### src/hw/rtl/perceptron_step_learning_macros.svh
// Assertion macros for the perceptron learning block.
// Included by the top-level RTL file, which checks its own control logic.
`ifndef PERCEPTRON_STEP_LEARNING_MACROS_SVH
`define PERCEPTRON_STEP_LEARNING_MACROS_SVH

`ifndef NO_ASSERTIONS

`define PSL_ASSERT_IMPLIES(label, clk, rst_n, ante, cons) \
    label: assert property (@(posedge clk) disable iff (!rst_n) (ante) |-> (cons)) \
        else $error("perceptron_step_learning: same-cycle check failed");

`define PSL_ASSERT_NEXT(label, clk, rst_n, ante, cons) \
    label: assert property (@(posedge clk) disable iff (!rst_n) (ante) |=> (cons)) \
        else $error("perceptron_step_learning: next-cycle check failed");

`else

`define PSL_ASSERT_IMPLIES(label, clk, rst_n, ante, cons)

`define PSL_ASSERT_NEXT(label, clk, rst_n, ante, cons)

`endif

`endif

### src/hw/rtl/psl_pkg.sv
// Shared constants, types and the weight saturation function for the
// perceptron learning block. No dependencies.
package psl_pkg;

    localparam int PIXEL_COUNT  = 35;
    localparam int WEIGHT_WIDTH = 16;
    localparam int LANE_PIXELS  = 5;
    localparam int LANE_COUNT   = (PIXEL_COUNT + LANE_PIXELS - 1) / LANE_PIXELS;
    localparam int PAD_PIXELS   = LANE_COUNT * LANE_PIXELS;

    localparam int BIAS_WIDTH = 8;
    localparam int RATE_WIDTH = 8;
    localparam logic [RATE_WIDTH-1:0] RATE_RESET = 8'd26;
    localparam int WSUM_WIDTH = 24;

    localparam int LANE_SUM_WIDTH = WEIGHT_WIDTH + $clog2(LANE_PIXELS + 1);
    localparam int PROD_WIDTH     = WEIGHT_WIDTH + BIAS_WIDTH;
    localparam int TERM_WIDTH     = (PROD_WIDTH > LANE_SUM_WIDTH) ? PROD_WIDTH : LANE_SUM_WIDTH;
    localparam int SUM_WIDTH      = TERM_WIDTH + $clog2(LANE_COUNT + 1);
    localparam int EXT_WIDTH      = (SUM_WIDTH > WSUM_WIDTH) ? SUM_WIDTH : WSUM_WIDTH + 1;
    localparam int DELTA_WIDTH    = RATE_WIDTH + 1 + BIAS_WIDTH;
    localparam int UPD_WIDTH      =
        ((WEIGHT_WIDTH > DELTA_WIDTH) ? WEIGHT_WIDTH : DELTA_WIDTH) + 1;

    localparam longint WEIGHT_MAX = (longint'(1) <<< (WEIGHT_WIDTH - 1)) - 1;
    localparam longint WEIGHT_MIN = -WEIGHT_MAX - 1;
    localparam longint WSUM_MAX   = (longint'(1) <<< (WSUM_WIDTH - 1)) - 1;
    localparam longint WSUM_MIN   = -WSUM_MAX - 1;

    localparam int BIAS_LSB      = PIXEL_COUNT;
    localparam int TARGET_BIT    = PIXEL_COUNT + BIAS_WIDTH;
    localparam int IN_DATA_BITS  = PIXEL_COUNT + BIAS_WIDTH + 1;
    localparam int S_TDATA_WIDTH = ((IN_DATA_BITS + 7) / 8) * 8;
    localparam int OUT_DATA_BITS = 2 + WSUM_WIDTH;
    localparam int M_TDATA_WIDTH = ((OUT_DATA_BITS + 7) / 8) * 8;

    typedef struct packed {
        logic                  en;
        logic                  up;
        logic [RATE_WIDTH-1:0] rate;
    } upd_t;

    function automatic logic signed [WEIGHT_WIDTH-1:0] sat_weight(
        input logic signed [UPD_WIDTH-1:0] v
    );
        logic signed [WEIGHT_WIDTH-1:0] r;
        if (v > UPD_WIDTH'(WEIGHT_MAX)) begin
            r = WEIGHT_WIDTH'(WEIGHT_MAX);
        end else if (v < UPD_WIDTH'(WEIGHT_MIN)) begin
            r = WEIGHT_WIDTH'(WEIGHT_MIN);
        end else begin
            r = v[WEIGHT_WIDTH-1:0];
        end
        return r;
    endfunction

endpackage

### src/hw/rtl/psl_lane.sv
// One lane: holds the weights of a group of pixels, forms their partial sum
// and applies the learning update. Depends on psl_pkg.
module psl_lane (
    input  logic                                          aclk,
    input  logic                                          aresetn,
    input  logic                                          load,
    input  logic [psl_pkg::LANE_PIXELS-1:0]               pix_rd,
    input  logic [psl_pkg::LANE_PIXELS-1:0]               pix_wr,
    input  psl_pkg::upd_t                                 upd,
    output logic signed [psl_pkg::LANE_SUM_WIDTH-1:0]     sum_reg
);

    logic signed [psl_pkg::WEIGHT_WIDTH-1:0]   weight_reg  [psl_pkg::LANE_PIXELS];
    logic signed [psl_pkg::WEIGHT_WIDTH-1:0]   weight_next [psl_pkg::LANE_PIXELS];
    logic signed [psl_pkg::LANE_SUM_WIDTH-1:0] sum_next;
    logic signed [psl_pkg::UPD_WIDTH-1:0]      delta;

    always_comb begin
        delta = upd.up ? $signed(psl_pkg::UPD_WIDTH'(upd.rate))
                       : -$signed(psl_pkg::UPD_WIDTH'(upd.rate));
        sum_next = '0;
        for (int k = 0; k < psl_pkg::LANE_PIXELS; k++) begin
            if (pix_rd[k]) begin
                sum_next = sum_next + psl_pkg::LANE_SUM_WIDTH'(weight_reg[k]);
            end
            if (upd.en && pix_wr[k]) begin
                weight_next[k] = psl_pkg::sat_weight(
                    psl_pkg::UPD_WIDTH'(weight_reg[k]) + delta);
            end else begin
                weight_next[k] = weight_reg[k];
            end
        end
    end

    always_ff @(posedge aclk) begin
        if (!aresetn) begin
            for (int k = 0; k < psl_pkg::LANE_PIXELS; k++) begin
                weight_reg[k] <= '0;
            end
        end else begin
            weight_reg <= weight_next;
        end
    end

    always_ff @(posedge aclk) begin
        if (load) begin
            sum_reg <= sum_next;
        end
    end

endmodule

### src/hw/rtl/psl_bias.sv
// Bias weight: holds it, forms its product with the bias input and the
// learning step for it, and applies the update. Depends on psl_pkg.
module psl_bias (
    input  logic                                      aclk,
    input  logic                                      aresetn,
    input  logic                                      load,
    input  logic signed [psl_pkg::BIAS_WIDTH-1:0]     bias_rd,
    input  psl_pkg::upd_t                             upd,
    output logic signed [psl_pkg::PROD_WIDTH-1:0]     prod_reg
);

    logic signed [psl_pkg::WEIGHT_WIDTH-1:0] bias_w_reg;
    logic signed [psl_pkg::WEIGHT_WIDTH-1:0] bias_w_next;
    logic signed [psl_pkg::PROD_WIDTH-1:0]   prod_next;
    logic signed [psl_pkg::DELTA_WIDTH-1:0]  delta_reg;
    logic signed [psl_pkg::DELTA_WIDTH-1:0]  delta_next;
    logic signed [psl_pkg::UPD_WIDTH-1:0]    step;

    always_comb begin
        prod_next  = psl_pkg::PROD_WIDTH'(bias_w_reg) * psl_pkg::PROD_WIDTH'(bias_rd);
        delta_next = psl_pkg::DELTA_WIDTH'($signed({1'b0, upd.rate}))
                   * psl_pkg::DELTA_WIDTH'(bias_rd);
        step = upd.up ? psl_pkg::UPD_WIDTH'(delta_reg) : -psl_pkg::UPD_WIDTH'(delta_reg);
        if (upd.en) begin
            bias_w_next = psl_pkg::sat_weight(psl_pkg::UPD_WIDTH'(bias_w_reg) + step);
        end else begin
            bias_w_next = bias_w_reg;
        end
    end

    always_ff @(posedge aclk) begin
        if (!aresetn) begin
            bias_w_reg <= '0;
        end else begin
            bias_w_reg <= bias_w_next;
        end
    end

    always_ff @(posedge aclk) begin
        if (load) begin
            prod_reg  <= prod_next;
            delta_reg <= delta_next;
        end
    end

endmodule

### src/hw/rtl/psl_merge.sv
// Merge stage: adds the lane partial sums and the bias product, takes the
// step activation and clamps the reported sum. Depends on psl_pkg.
module psl_merge (
    input  logic signed [psl_pkg::LANE_SUM_WIDTH-1:0] lane_sum [psl_pkg::LANE_COUNT],
    input  logic signed [psl_pkg::PROD_WIDTH-1:0]     bias_prod,
    output logic                                      activation,
    output logic signed [psl_pkg::WSUM_WIDTH-1:0]     weighted_sum
);

    logic signed [psl_pkg::EXT_WIDTH-1:0] total;

    always_comb begin
        total = psl_pkg::EXT_WIDTH'(bias_prod);
        for (int i = 0; i < psl_pkg::LANE_COUNT; i++) begin
            total = total + psl_pkg::EXT_WIDTH'(lane_sum[i]);
        end
        activation = !total[psl_pkg::EXT_WIDTH-1] && (total != '0);
        if (total > psl_pkg::EXT_WIDTH'(psl_pkg::WSUM_MAX)) begin
            weighted_sum = psl_pkg::WSUM_WIDTH'(psl_pkg::WSUM_MAX);
        end else if (total < psl_pkg::EXT_WIDTH'(psl_pkg::WSUM_MIN)) begin
            weighted_sum = psl_pkg::WSUM_WIDTH'(psl_pkg::WSUM_MIN);
        end else begin
            weighted_sum = total[psl_pkg::WSUM_WIDTH-1:0];
        end
    end

endmodule

### src/hw/rtl/perceptron_step_learning.sv
// Perceptron over a 7x5 binary pattern with the step-rule learning update.
// Depends on psl_pkg, psl_lane, psl_bias, psl_merge and the macros header.
// Every request gives one result through the s1 input, s2 lane and m output registers.
// Requests are taken one per cycle while the output is not stalled; a request that
// directly follows a learning request waits in s1 until that request leaves s2, as
// its lane sums are read from the weight registers only after the learning request's
// weight update has been written. Seven lanes of five pixel weights sum in parallel, then
// the merge stage adds the lanes and the bias product, decides the activation and updates
// the weights in the same cycle. Weights reset to zero; learning_rate resets to 26 (Q0.8).
`include "perceptron_step_learning_macros.svh"

module perceptron_step_learning (
    input  logic                                 aclk,
    input  logic                                 aresetn,
    input  logic                                 cfg_we,
    input  logic [psl_pkg::RATE_WIDTH-1:0]       cfg_wdata,      // learning_rate
    input  logic                                 s_tvalid,
    output logic                                 s_tready,
    input  logic [psl_pkg::S_TDATA_WIDTH-1:0]    s_tdata,        // pixels, bias_input, target
    input  logic                                 s_tuser,        // learn
    output logic                                 m_tvalid,
    input  logic                                 m_tready,
    output logic [psl_pkg::M_TDATA_WIDTH-1:0]    m_tdata         // activation, mismatch,
                                                                 // weighted_sum
);

    logic [psl_pkg::RATE_WIDTH-1:0] learning_rate_reg;

    logic                                     s1_valid_reg;
    logic [psl_pkg::PAD_PIXELS-1:0]           s1_pixels_reg;
    logic signed [psl_pkg::BIAS_WIDTH-1:0]    s1_bias_reg;
    logic                                     s1_target_reg;
    logic                                     s1_learn_reg;

    logic                                     s2_valid_reg;
    logic [psl_pkg::PAD_PIXELS-1:0]           s2_pixels_reg;
    logic                                     s2_target_reg;
    logic                                     s2_learn_reg;

    logic                                     m_valid_reg;
    logic                                     m_activation_reg;
    logic                                     m_mismatch_reg;
    logic signed [psl_pkg::WSUM_WIDTH-1:0]    m_wsum_reg;

    logic signed [psl_pkg::LANE_SUM_WIDTH-1:0] lane_sum [psl_pkg::LANE_COUNT];
    logic signed [psl_pkg::PROD_WIDTH-1:0]     bias_prod;
    logic                                      activation;
    logic                                      mismatch;
    logic signed [psl_pkg::WSUM_WIDTH-1:0]     weighted_sum;

    logic          out_free;
    logic          s2_fire;
    logic          s2_free;
    logic          s1_fire;
    logic          s_accept;
    psl_pkg::upd_t upd;

    always_comb begin
        out_free = !m_valid_reg || m_tready;
        s2_fire  = s2_valid_reg && out_free;
        s2_free  = !s2_valid_reg || s2_fire;
        // lane sums must see the weights written by a learning request ahead
        s1_fire  = s1_valid_reg && s2_free && !(s2_valid_reg && s2_learn_reg);
        s_tready = !s1_valid_reg || s1_fire;
        s_accept = s_tvalid && s_tready;
        mismatch = activation ^ s2_target_reg;
        upd.en   = s2_fire && s2_learn_reg && mismatch;
        upd.up   = s2_target_reg;
        upd.rate = learning_rate_reg;
    end

    always_ff @(posedge aclk) begin
        if (!aresetn) begin
            learning_rate_reg <= psl_pkg::RATE_RESET;
            s1_valid_reg      <= 1'b0;
            s2_valid_reg      <= 1'b0;
            m_valid_reg       <= 1'b0;
        end else begin
            if (cfg_we) begin
                learning_rate_reg <= cfg_wdata;
            end
            if (s_accept) begin
                s1_valid_reg <= 1'b1;
            end else if (s1_fire) begin
                s1_valid_reg <= 1'b0;
            end
            if (s1_fire) begin
                s2_valid_reg <= 1'b1;
            end else if (s2_fire) begin
                s2_valid_reg <= 1'b0;
            end
            if (s2_fire) begin
                m_valid_reg <= 1'b1;
            end else if (m_tready) begin
                m_valid_reg <= 1'b0;
            end
        end
    end

    always_ff @(posedge aclk) begin
        if (s_accept) begin
            s1_pixels_reg <= psl_pkg::PAD_PIXELS'(s_tdata[psl_pkg::PIXEL_COUNT-1:0]);
            s1_bias_reg   <= s_tdata[psl_pkg::BIAS_LSB +: psl_pkg::BIAS_WIDTH];
            s1_target_reg <= s_tdata[psl_pkg::TARGET_BIT];
            s1_learn_reg  <= s_tuser;
        end
        if (s1_fire) begin
            s2_pixels_reg <= s1_pixels_reg;
            s2_target_reg <= s1_target_reg;
            s2_learn_reg  <= s1_learn_reg;
        end
        if (s2_fire) begin
            m_activation_reg <= activation;
            m_mismatch_reg   <= mismatch;
            m_wsum_reg       <= weighted_sum;
        end
    end

    for (genvar g = 0; g < psl_pkg::LANE_COUNT; g++) begin : g_lane
        psl_lane u_lane (
            .aclk    (aclk),
            .aresetn (aresetn),
            .load    (s1_fire),
            .pix_rd  (s1_pixels_reg[g*psl_pkg::LANE_PIXELS +: psl_pkg::LANE_PIXELS]),
            .pix_wr  (s2_pixels_reg[g*psl_pkg::LANE_PIXELS +: psl_pkg::LANE_PIXELS]),
            .upd     (upd),
            .sum_reg (lane_sum[g])
        );
    end

    psl_bias u_bias (
        .aclk     (aclk),
        .aresetn  (aresetn),
        .load     (s1_fire),
        .bias_rd  (s1_bias_reg),
        .upd      (upd),
        .prod_reg (bias_prod)
    );

    psl_merge u_merge (
        .lane_sum     (lane_sum),
        .bias_prod    (bias_prod),
        .activation   (activation),
        .weighted_sum (weighted_sum)
    );

    assign m_tvalid = m_valid_reg;
    assign m_tdata  = psl_pkg::M_TDATA_WIDTH'({m_wsum_reg, m_mismatch_reg, m_activation_reg});

    `PSL_ASSERT_IMPLIES(a_no_upd_on_stall, aclk, aresetn, (m_valid_reg && !m_tready), !upd.en)
    `PSL_ASSERT_IMPLIES(a_learn_fence, aclk, aresetn, (s2_fire && s2_learn_reg), !s1_fire)
    `PSL_ASSERT_IMPLIES(a_sign_match, aclk, aresetn, m_valid_reg, (m_activation_reg == (!m_wsum_reg[psl_pkg::WSUM_WIDTH-1] && (m_wsum_reg != '0))))
    `PSL_ASSERT_NEXT(a_upd_result, aclk, aresetn, upd.en, (m_valid_reg && m_mismatch_reg))

endmodule
### config.mk
export PLATFORM = sky130hd
export DESIGN_NAME = perceptron_step_learning
export DESIGN_NICKNAME = d
export VERILOG_FILES = /design/src/hw/rtl/psl_pkg.sv /design/src/hw/rtl/psl_lane.sv /design/src/hw/rtl/psl_bias.sv /design/src/hw/rtl/psl_merge.sv /design/src/hw/rtl/perceptron_step_learning.sv
export VERILOG_INCLUDE_DIRS = /design/src /design/src/hw/rtl
export SDC_FILE = /design/constraint.sdc
export NUM_CORES = 2
export LEC_CHECK = 0
export BUFFER_PORTS_ARGS = -buffer_cell sky130_fd_sc_hd__buf_2
export CORE_MARGIN = 4
export CORE_UTILIZATION = 45
export DETAILED_ROUTE_END_ITERATION = 10
export MAX_ROUTING_LAYER = met4
export SETUP_SLACK_MARGIN = 0.5
export SLEW_MARGIN = 10
export SYNTH_ARGS = -nofsm -noshare
export SYNTH_HDL_FRONTEND = slang
export SYNTH_SLANG_ARGS = --single-unit
### constraint.sdc
create_clock -name aclk -period 9.8 [get_ports aclk]
set_input_delay 1.96 -clock aclk [delete_from_list [all_inputs] [get_ports aclk]]
set_output_delay 1.96 -clock aclk [all_outputs]
set_load 0.005 [all_outputs]
Word level (Yosys, flattened, before mapping)
Index checks and enable logic that the tools add are counted.
{ "op_classes": {"addsub": 73, "multipliers": 2, "magnitude_cmp": 74, "muxes": 116, "n_bitwise": 1, "n_reduce_logical": 55} }
{ "ops": {"columns": ["op", "count"], "rows": [
  ["16-bit 2-to-1 mux", 72],
  ["19-bit 2-to-1 mux", 35],
  ["16-bit by 18-bit adder with 18-bit output", 36],
  ["18-bit by 16-bit greater-than comparator with 1-bit output (second input constant)", 36],
  ["18-bit by 16-bit < comparator with 1-bit output (second input constant)", 36],
  ["19-bit by 16-bit adder with 19-bit output", 28],
  ["27-bit by 19-bit adder with 27-bit output", 5],
  ["1-bit logical AND", 43],
  ["18-bit 2-to-1 mux", 2],
  ["27-bit by 24-bit greater-than comparator with 1-bit output (second input constant)", 1],
  ["27-bit by 24-bit < comparator with 1-bit output (second input constant)", 1],
  ["27-bit nonzero test", 1],
  ["25-bit by 19-bit adder with 26-bit output", 1],
  ["24-bit by 19-bit adder with 25-bit output", 1],
  ["16-bit by 8-bit multiplier with 24-bit output", 1],
  ["24-bit 2-to-1 mux", 1],
  ["17-bit negation with 18-bit output", 1],
  ["8-bit negation with 18-bit output", 1],
  ["9-bit by 8-bit multiplier with 17-bit output", 1],
  ["1-bit 2-to-1 mux", 6],
  ["2-bit nonzero test", 3],
  ["1-bit zero test", 5],
  ["1-bit logical OR", 3],
  ["1-bit XOR", 1]
]} }
{ "totals": {"reg_bits": 869, "input_bits": 62, "output_inout_bits": 34} }

Longest topological paths before layout
{ "logic_depth": {"ltp_word": 12, "depth_mapped": 41, "mapped_depth_nobuf": 38} }

By module
A second synthesis with hierarchy kept.
{ "unflattened": {"cells_unflattened": 13008, "area_unflattened_um2": 105832.8} }
{ "by_module_without_submodules": {"columns": ["module", "n_inst", "cells_each", "area_each_um2"], "rows": [
  ["psl_lane (g_lane[0].u_lane ...)", 3, 1628, 12632.1],
  ["psl_lane (g_lane[6].u_lane)", 1, 1642, 12675.9],
  ["psl_lane (g_lane[2].u_lane)", 1, 1577, 12534.5],
  ["psl_lane (g_lane[5].u_lane)", 1, 1523, 12051.6],
  ["psl_lane (g_lane[1].u_lane)", 1, 1515, 11903.9],
  ["psl_bias", 1, 1063, 9739.3],
  ["psl_merge", 1, 644, 5265.0],
  ["perceptron_step_learning", 1, 160, 3766.1]
]} }

Worst setup path before layout
OpenSTA, ideal clock, no wires.
{ "synth_path": {"kind": "register to register", "start": "reg learning_rate_reg[0] (netlist bit)", "end": "reg g_lane[2].u_lane.weight_reg[37] (netlist bit)", "t_arrival_ps": 9461, "required_time_ps": 9720, "path_slack_ps": 260, "path_stages_with_launch": 19, "n_path_buf": 1, "period_less_slack_ps": 9540, "path_cell_list": "dfxtp_1 -> inv_1 -> ha_1 -> nand2b_1 -> nor4_1 -> a21oi_1 -> ha_1 -> a21o_1 -> a21oi_1 -> nor2_1 -> a2111oi_0 -> a21oi_1 -> a31o_2 -> or4_1 -> and3_1 -> a311oi_1 -> clkbuf_1 -> a21oi_1 -> a22oi_1"} }
{ "synth_between": {"elab_chain_cells": 6, "word_cells_on_any_way": 7, "cone_classes": "add/sub: 2; order compare: 2; mux: 3"} }
{ "synth_rtl": {"columns": ["item", "line_no", "text"], "rows": [
  ["from (decl)", "perceptron_step_learning.sv:27", "logic [psl_pkg::RATE_WIDTH-1:0] learning_rate_reg;"],
  ["from (signal assigned)", "perceptron_step_learning.sv:74", "learning_rate_reg <= psl_pkg::RATE_RESET;"],
  ["from (signal assigned)", "perceptron_step_learning.sv:80", "learning_rate_reg <= cfg_wdata;"],
  ["8-bit negation with 18-bit output", "psl_lane.sv:20", ": -$signed(psl_pkg::UPD_WIDTH'(upd.rate));"],
  ["18-bit 2-to-1 mux *", "psl_lane.sv:19", "delta = upd.up ? $signed(psl_pkg::UPD_WIDTH'(upd.rate))"],
  ["16-bit by 18-bit adder with 18-bit output *", "psl_lane.sv:28", "psl_pkg::UPD_WIDTH'(weight_reg[k]) + delta);"],
  ["18-bit by 16-bit < comparator with 1-bit output", "psl_pkg.sv:49", "end else if (v < UPD_WIDTH'(WEIGHT_MIN)) begin"],
  ["16-bit 2-to-1 mux", "psl_pkg.sv:49", null],
  ["16-bit 2-to-1 mux *", "psl_pkg.sv:47", "if (v > UPD_WIDTH'(WEIGHT_MAX)) begin"],
  ["to (signal assigned)", "psl_lane.sv:41", "weight_reg <= weight_next;"],
  ["to (decl)", "psl_lane.sv:13", "logic signed [psl_pkg::WEIGHT_WIDTH-1:0] weight_reg [psl_pkg::LANE_PIXELS];"]
]} }
Mark *: on every way between the ends. The rest lies on a longest branch, timed or not.
A chain may end at the register's enable or synchronous reset.

Final worst setup path
{ "layout_path": {"start": "reg u_bias.prod_reg[1] (netlist bit)", "end": "reg g_lane[1].u_lane.weight_reg[16] (netlist bit)"} }
{ "layout_between": {"elab_chain_cells": 12, "word_cells_on_any_way": 13, "cone_classes": "add/sub: 7; bitwise: 1; reduce/logical: 5"} }
{ "layout_rtl": {"columns": ["item", "line_no", "text"], "rows": [
  ["from (decl)", "psl_bias.sv:9", "output logic signed [psl_pkg::PROD_WIDTH-1:0] prod_reg"],
  ["from (signal assigned)", "psl_bias.sv:41", "prod_reg <= prod_next;"],
  ["24-bit by 19-bit adder with 25-bit output *", "psl_merge.sv:15", "total = total + psl_pkg::EXT_WIDTH'(lane_sum[i]);"],
  ["25-bit by 19-bit adder with 26-bit output *", "psl_merge.sv:15", null],
  ["27-bit by 19-bit adder with 27-bit output * (5 in a row)", "psl_merge.sv:15", null],
  ["27-bit nonzero test or 1-bit zero test (tied branches)", "psl_merge.sv:17", "activation = !total[psl_pkg::EXT_WIDTH-1] && (total != '0);"],
  ["1-bit logical AND *", "psl_merge.sv:17", null],
  ["1-bit XOR *", "perceptron_step_learning.sv:66", "mismatch = activation ^ s2_target_reg;"],
  ["1-bit logical AND *", "perceptron_step_learning.sv:67", "upd.en = s2_fire && s2_learn_reg && mismatch;"],
  ["1-bit logical AND *", "psl_lane.sv:26", "if (upd.en && pix_wr[k]) begin"],
  ["to (signal assigned)", "psl_lane.sv:41", null],
  ["to (decl)", "psl_lane.sv:13", null]
]} }
Marks and branches as above.

==> results_dict.tcl <==
set metrics [dict create \
    fin_crit_sh_pct 91.0 \
    cts_sinks 869 \
    area_growth_pct 8.70 \
    cts_made_buffers 110 \
    relSlewSlack_pct 12.5 \
    p_comb_share_pct 76.7 \
    portBuffers 85 \
    p_per_area_mw_per_mm2 381 \
    clockBufferDepth 3 \
    design_area_mm2 0.111 \
    rsz0062_at_grt "false" \
    ant_nets 0 \
    netSwitchingPower_w 0.0230 \
    fillers 21400 \
    rr_worst_depth 35 \
    initialDrtViolationCount 8097 \
    grt_max_degree 180 \
    synthFlopType "dfxtp_1" \
    whs_ps 418 \
    cp.arrival_ps 9610 \
    crit_end "g_lane[1].u_lane.weight_reg[16]$_SDFFE_PN0P_" \
    p_total_w 0.0423 \
    muxShareOfSynthArea_pct 3.72 \
    layout_min_cycle_time_ps 8920 \
    drt-total-wl_mm 328 \
    drive_gt1_share_pct 7.12 \
    rrSetupSlack_ps 880 \
    synthArstFlopShare_pct 0 \
    finClkSkew_ps 46.7 \
    crit_type "reg -> reg" \
    via_per_inst 6.00 \
    cts-htree-levels 3 \
    crit-reg2reg-launch "u_bias.prod_reg[1]$_DFFE_PP_" \
    dp.cells 15300 \
    place_hpwl_mm 239 \
    post_drt_wl_per_cell_um 21.0 \
    synth_top_family_by_area "compound AO/OA/AOI/OAI gates" \
    row_count 174 \
    synth_cell_types 104 \
    largest_reg_flops 560 \
    yosys_warnings 0 \
    peakVddDrop_mv 2.39 \
    gp_congestion 0.929 \
    power_frac_seq_pct 13.1 \
    synth-simple-area-share_pct 19.4 \
    die_area_mm2 0.235 \
    synthXorXnorAreaFrac_pct 8.49 \
    cp-start-kind "register" \
    cts_tree "done" \
    cts.clk_slew.worst_paths_ps 60 \
    tightest_slew_ps 1310 \
    antenna_found_initial 20 \
    dpl-instance-area_mm2 0.106 \
    synthCells 12500 \
    setup_tns_ps 0 \
    die_h_um 484 \
    synth-compound-area-share_pct 22.5 \
    ys_ff_latch 869 \
    nNetsFinal 14100 \
    cts_hold_buf 0 \
    avgSynthCellArea_um2 8.14 \
    grt_remaining_overflow 0 \
    hold_violations 0 \
    sw_frac_of_total_pct 54.3 \
    cts-root-buf "clkbuf_16" \
    max-cap-violations 0 \
    multi_input_comb_area_mm2 0.0777 \
    synthAdderAreaFrac_pct 21.5 \
    finalSetupViolCount 0 \
    start_util_pct 45.3 \
    core_mm2 0.225 \
    first_pass_iters 8 \
    fin_cells 15600 \
    io-pin-count 96 \
    mostFrequentLayoutCell "nand2_1" \
    path_max_fanout 16 \
    drt_drc_violations_left 0 \
    critical_path_cell_count 35 \
    reg2reg_to "g_lane[1].u_lane.weight_reg[16]$_SDFFE_PN0P_" \
    grt_pass1_vias 89000 \
    syn_area_mm2 0.102 \
    status "finished clean" \
    yosys.area.top_type "ha_1" \
    seq_area_mm2 0.0202 \
    synth_edf_count 282 \
    p_int_w 0.0194 \
    synth.top_cells.by_area "ha_1 (15%), dfxtp_1 (12%), edfxtp_1 (8.3%), nand2_1 (6.3%), fa_1 (6.2%)" \
    num_vias 93600 \
    die_w_um 484 \
    critPathBufInv 7 \
    yosysTopAreaCellShare_pct 15.2 \
    crit_top_cell "fa_1" \
    crit_start "u_bias.prod_reg[1]$_DFFE_PP_" \
    min-delay-path-class "reg -> reg" \
    critPathSlowestCell "fa_1" \
    ys_seq_area_share_pct 19.8 \
    cpPeakStageDelay_ps 510 \
    leakagePower_nw 52.3 \
    track_usage_pct 27.4 \
    slew_viol_final 0 \
    grt_pass1_wl_mm 503 \
    final_cell_mix "nand2_1 (1714), ha_1 (1239), a21oi_1 (800)" \
    clk_latency_ps 800 \
    critPathTopFamily "adder cells" \
    end_kind "register" \
    clkPwrFrac_pct 10.2 \
    critPathRequiredTime_ps 10490 \
    max_freq_ghz 0.112 \
]
==> repair_timing <==
| action | in CTS | in global routing |
|---|---|---|
| buffers inserted | 5 | 55 |
| endpoints found under the setup margin | 217 | 578 |
| cloned | 0 | 4 |
| pin swaps | 5 | 38 |
| gates resized for setup | 13 | 34 |
==> power groups by stage <==
stage	registers, W	logic (W)	clock network (W)
final	0.00554	0.0324	0.00433
after global routing	0.00555	0.0355	0.00455
after CTS	0.00767	0.0379	0.00443
after detailed placement	0.00774	0.0375	0
after global placement	0.00595	0.0373	0
after floorplan	0.00589	0.0255	0
==> cell usage after synthesis (all sizes together), types with 284 or more instances <==
library cell,count
xor2,332
o21ai,542
xnor2,645
a22oi,406
ha,1242
nor2,779
nand3,284
inv,755
dfxtp,587
fa,318
a21oi,825
nand2,1714
clkbuf,330
==> worst min-delay path by stage <==
| stage | start | endpoint | cells past startpoint |
|---|---|---|---|
| CTS | s1_learn_reg$_DFFE_PP_ | s2_learn_reg$_DFFE_PP_ | 0 |
| floorplan | s1_learn_reg$_DFFE_PP_ | s2_learn_reg$_DFFE_PP_ | 0 |
| global placement | s1_target_reg$_DFFE_PP_ | s2_target_reg$_DFFE_PP_ | 0 |
| finish | s1_learn_reg$_DFFE_PP_ | s2_learn_reg$_DFFE_PP_ | 0 |
| detailed placement | s1_learn_reg$_DFFE_PP_ | s2_learn_reg$_DFFE_PP_ | 0 |
| global route | s1_learn_reg$_DFFE_PP_ | s2_learn_reg$_DFFE_PP_ | 0 |
==> routing by layer <==
layer,wire length (um),track usage (%)
met1,146000,36.3
met2,149000,44.0
met5,0,-
met3,19900,2.43
met4,12800,9.28
==> area by class of cell <==
type	count	share of cell area, %
Antenna cell	4	0.00902
Clock buffer	160	2.90
Clock inverter	47	0.516
Inverter	763	2.58
Multi-Input combinational cell	10500	70.0
Sequential cell	869	18.2
Tap cell	2992	3.37
Timing Repair Buffer	286	2.42
==> metrics by stage <==
step	setup slack (ps)	utilization [%]
floorplan	1400	-
global placement	389	47.0
detailed placement	318	47.0
CTS	483	48.8
global route	476	49.3
finish	883	49.3
==> worst register-to-register path, delay by kind of cell, from the launching register on <==
kind,cells,cell delay [ps]
mux,1,350
xor+xnor,2,270
buf+inv,7,1210
simple gates,7,1070
compound gates,11,2550
flops,1,390
fa+ha+maj,7,2980
==> logic make-up after synthesis <==
family	Yosys count
DFF	869
and+or+nand+nor	4228
buffers and inverters	1191
xor gates and xnor gates	982
muxes	346
other	1
adders and majority gates	1565
AOI/OAI and AO/OA	3366
Power figures use the tool's default switching activity.
